File: src/hdl/gmfn_fifo.sv
`timescale 1ns / 1ps
`default_nettype none
// Two-entry job queue between the front and back of the face normal unit.
// No dependencies.

module gmfn_fifo #(
    parameter int WIDTH = 192
) (
    input  wire logic             aclk,
    input  wire logic             aresetn,
    input  wire logic             push,
    input  wire logic [WIDTH-1:0] push_data,
    output logic                  full,
    input  wire logic             pop,
    output logic      [WIDTH-1:0] head,
    output logic                  empty
);

    logic [WIDTH-1:0] mem_reg [2];
    logic             wr_ptr_reg;
    logic             rd_ptr_reg;
    logic [1:0]       count_reg;

    assign full  = (count_reg == 2'd2);
    assign empty = (count_reg == 2'd0);
    assign head  = mem_reg[rd_ptr_reg];

    // store entries
    always_ff @(posedge aclk) begin
        if (push) begin
            mem_reg[wr_ptr_reg] <= push_data;
        end
    end

    // advance pointers and count
    always_ff @(posedge aclk) begin
        if (!aresetn) begin
            wr_ptr_reg <= 1'b0;
            rd_ptr_reg <= 1'b0;
            count_reg  <= 2'd0;
        end else begin
            if (push) begin
                wr_ptr_reg <= ~wr_ptr_reg;
            end
            if (pop) begin
                rd_ptr_reg <= ~rd_ptr_reg;
            end
            if (push && !pop) begin
                count_reg <= count_reg + 2'd1;
            end else if (pop && !push) begin
                count_reg <= count_reg - 2'd1;
            end
        end
    end

endmodule

`default_nettype wire

File: config.mk
export PLATFORM = sky130hd
export DESIGN_NAME = gmfn_fifo
export DESIGN_NICKNAME = d
export VERILOG_FILES = /design/src/hdl/gmfn_fifo.sv
export SDC_FILE = /design/constraint.sdc
export NUM_CORES = 1
export LEC_CHECK = 0
export ABC_AREA = 1
export CAP_MARGIN = 25
export CORE_MARGIN = 2
export CORE_UTILIZATION = 40
export CTS_CLUSTER_SIZE = 25
export DETAILED_ROUTE_END_ITERATION = 8
export DONT_BUFFER_PORTS = 1
export PLACE_DENSITY_LB_ADDON = 0.12
export RECOVER_POWER = 100
export SYNTH_ARGS = -nofsm -noshare
export SYNTH_HDL_FRONTEND = slang
export SYNTH_SLANG_ARGS = --single-unit
File: constraint.sdc
create_clock -name aclk -period 14 [get_ports aclk]
set_clock_uncertainty 0.1 [all_clocks]
set_input_delay 2.1 -clock aclk [delete_from_list [all_inputs] [get_ports aclk]]
set_output_delay 2.1 -clock aclk [all_outputs]
set_load 0.02 [all_outputs]
# After elaboration in Yosys (flattened, before gate mapping)
# Memories as Yosys holds them, arrays and structs flattened. A register that Yosys moved wholly into a read port is not among the register bits.
# Cells that the tools add are included.
[classes] n_addsub=2 n_eq_ne=1 n_mux=6 bitwise=2 reduce_logical=6
[op_table] operator="$mux 1" n=4
[op_table] operator="$mux 2" n=2
[op_table] operator="$add 2x1->2 const B" n=1
[op_table] operator="$eq 2x2->1 const B" n=1
[op_table] operator="$logic_and 1x1->1" n=2
[op_table] operator="$logic_not 1->1" n=2
[op_table] operator="$logic_not 2->1" n=1
[op_table] operator="$not 1->1" n=2
[op_table] operator="$reduce_bool 2->1" n=1
[op_table] operator="$sub 2x1->2 const B" n=1
[totals] register_bits=4 ramBits=384 out_inout_bits=194 elab_cells=21 mem_count=1
[memory_table] memory="mem_reg" depth=2 word_bits=192 read_ports=1 rd_clocked_by_memory_dff=1 write_ports=1 line_no="19" source="logic [WIDTH-1:0] mem_reg [2];"

# Longest topological paths before layout
[logic_depth] depth_word=4 depth_mapped=8 depth_no_buf=8

# Worst setup path after synthesis
# No wires, ideal clock.
[synth_timing] path_type="input to register" startpoint="in push" endpoint="mem mem_reg[0][0] (enable)" setup_time_ns=0.753 t_arrival_ns=10.164 slack_ns=2.984 path_stages=2 n_path_buf=0 cell_sequence="inv_1 > nor2_1"
[synth_via] elab_chain_len=2
[synth_rtl] item="from (decl)" line_no="11" source="input wire logic push,"
[synth_rtl] item="$mux 1" line_no="30" source="if (push) begin"
[synth_rtl] item="$mux 1 (not written as such)" line_no="31" source="mem_reg[wr_ptr_reg] <= push_data;"
[synth_rtl] item="to (decl)" line_no="19"
# No other way between the ends.

==> flow_summary.json <==
{
  "status": "finished with violations",
  "failed_checks": "capacitance limit, slew limit",
  "drive_above_1_share_pct": 9.64,
  "p_comb_share_pct": 6.7,
  "tightest_slew_ns": 5.44,
  "place_hpwl_mm": 18.4,
  "gp_congestion": 0.770,
  "r2r_cells": 3,
  "initial_core_util_pct": 40.8,
  "net-switching-power_uw": 568,
  "grt_pass1_vias": 6264,
  "wire_per_inst_um": 24.2,
  "clock-sinks": 389,
  "seq_area_frac_synth_pct": 82.2,
  "p_leak_nw": 5.17,
  "routed_wl_mm": 27.9,
  "met1_usage_pct": 14.6,
  "htree_num_levels": 2,
  "finalSetupTns_ns": 0,
  "drv_cap": 8,
  "clk_latency_ns": 0.52,
  "vias_per_cell": 5.04,
  "final-hold-violation-count": 0,
  "nets": 860,
  "r2r_slack_ns": 7.01,
  "grt_usage_pct": 14.5,
  "intPower_mw": 2.06,
  "antenna_found_initial": 0,
  "holdPathStages": 2,
  "cts_hold_buf": 0,
  "dieWidth_um": 192,
  "clock_tree.root_cell": "clkbuf_16",
  "largest_reg_flops": 384,
  "syn_area_per_cell_um2": 22.4,
  "setup_viol_count_final": 0,
  "vias": 5791,
  "top_usage_layer": "met2",
  "syn_area_um2": 14200,
  "vdd_drop_max_uv": 123,
  "synth_fp_nets": 829,
  "min_from": "wr_ptr_reg",
  "post_cts_resized": 0,
  "first_pass_iters": 4,
  "crit_arrival_ns": 6.34,
  "postCtsSetupBuffers": 0,
  "drc": 0,
  "postSynthCellCount": 632,
  "crit_path_end_kind": "output pin",
  "seq_power_share_pct": 52.4,
  "crit_type": "flop to output pin",
  "timing.rr.start": "wr_ptr_reg",
  "core_area_um2": 34700,
  "reg2reg_to": "mem_reg[1][71]",
  "slew_headroom_pct": -264,
  "diodes": 0,
  "powerDensity_nw_per_um2": 165,
  "worstHoldPathType": "flop to flop",
  "drt-initial-drc-count": 323,
  "area_growth_pct": 12.3,
  "ys_ff_latch": 389,
  "max_freq_mhz": 117,
  "io_pins": 390,
  "fin_crit_ns": 8.54,
  "grt_max_degree": 122,
  "power_frac_clock_pct": 40.8,
  "cts_buffers": 42,
  "ant_nets": 0,
  "synth_cell_types": 13,
  "use_met3_pct": 8.62,
  "rsz0062_at_grt": "no",
  "fin_crit_sh_pct": 61.0,
  "die_area_um2": 36900,
  "switching_share_pct": 21.7,
  "critical_path_peak_fanout": 46,
  "place.port_buffers": 0,
  "holdPathEnd": "wr_ptr_reg",
  "cp.required_ns": 11.80,
  "final_util_pct": 45.8,
  "critPathLaunchType": "flop",
  "cts_tree": "built",
  "yosysWarnings": 0,
  "use_met2_pct": 25.0,
  "grt_pass1_wl_mm": 39.3,
  "die_y_um": 192,
  "clkTransAtPathRegs_ns": 0.05,
  "finalMaxSlewViolations": 502,
  "overflow": 0,
  "core.rowCount": 68,
  "clk_path_buf_depth": 3
}
logic make-up after synthesis:
group,after synthesis,share of synthesized area [%]
buffers and inverters,29,1.84
adder cells (fa/ha/maj),1,0.0884
multiplexers,192,15.3
flip-flops,389,82.2
AO/OA/AOI/OAI,2,0.0707
AND/OR/NAND/NOR,19,0.530
Yosys cell counts:
cell | n | share of area, %
nand3_1 | 1 | 0.035
ha_1 | 1 | 0.088
a21oi_1 | 1 | 0.035
mux2_2 | 192 | 15
nand4_1 | 1 | 0.044
nand2_1 | 8 | 0.21
o21ai_0 | 1 | 0.035
inv_1 | 8 | 0.21
buf_6 | 20 | 1.6
nor2_1 | 9 | 0.24
edfxtp_1 | 384 | 81
buf_2 | 1 | 0.035
dfxtp_1 | 5 | 0.71
placed cells by master, fill, tap and decap left out:
cell / Yosys / final
edfxtp_1: 384 / 384
mux2_1: 0 / 188
clkbuf_16: 0 / 45
clkbuf_1: 0 / 14
nor2_1: 9 / 9
nand2_1: 8 / 8
clkinv_1: 0 / 8
clkinv_2: 0 / 8
inv_1: 8 / 7
dfxtp_1: 5 / 5
mux2_2: 192 / 4
bufinv_16: 0 / 4
clkinvlp_4: 0 / 4
clkinvlp_2: 0 / 1
o21ai_0: 1 / 1
a21oi_1: 1 / 1
nand3_1: 1 / 1
nand4_1: 1 / 1
ha_1: 1 / 1
buf_4: 0 / 1
metal layers:
| layer | wire length [um] | up-vias | share of wire [%] |
|---|---|---|---|
| li1 | - | 2561 | - |
| met1 | 9040 | 2864 | 32 |
| met2 | 13900 | 317 | 50 |
| met3 | 4180 | 49 | 15 |
| met4 | 692 | 0 | 2.5 |
| met5 | 0 | - | 0 |
metrics by stage:
stage               setup WS (ns)  instances  power [mW]  hold WS (ns)  area (um2)
floorplan                    2.98        632        1.57         0.363       14200
global placement             9.55       1072        1.59         0.379       14600
detailed placement           9.48       1072        1.59         0.420       14600
CTS                          8.89       1148        2.67         0.434       15900
global route                 4.79       1150        2.72         0.442       15900
finish                       5.46       1150        2.62         0.413       15900
power by group through the flow:
stage | clock network [mW] | logic, mW | registers (mW)
after floorplan | 0 | 0.172 | 1.40
after global placement | 0 | 0.192 | 1.39
after detailed placement | 0 | 0.194 | 1.39
after CTS | 1.10 | 0.195 | 1.37
after global routing | 1.15 | 0.188 | 1.38
final | 1.07 | 0.176 | 1.38
worst max-delay path, stage by stage, from the launching register on:
cell and delay [ns]:
dfxtp_1 1.71, clkbuf_1 1.60, clkbuf_1 1.88, mux2_1 0.53
layout make-up:
| cell class | instances | area (um2) |
|---|---|---|
| clock buffers | 52 | 1150 |
| clock inverters | 24 | 220 |
| fillers | 2871 | 18800 |
| inverters | 8 | 31.3 |
| multi-input cells | 214 | 2260 |
| flip-flops and latches | 389 | 11600 |
| well taps | 455 | 569 |
| repair buffers | 8 | 33.8 |
how the worst max path moves through the flow:
| stage | to | slack, ns | depth (start not counted) |
|---|---|---|---|
| floorplan | mem_reg[0][0] | 2.98 | 2 |
| global placement | head[109] | 9.55 | 2 |
| detailed placement | head[109] | 9.48 | 2 |
| CTS | head[109] | 8.89 | 2 |
| global route | head[123] | 4.79 | 3 |
| finish | head[169] | 5.46 | 3 |
No activity file was read; power rests on OpenSTA's default activity.
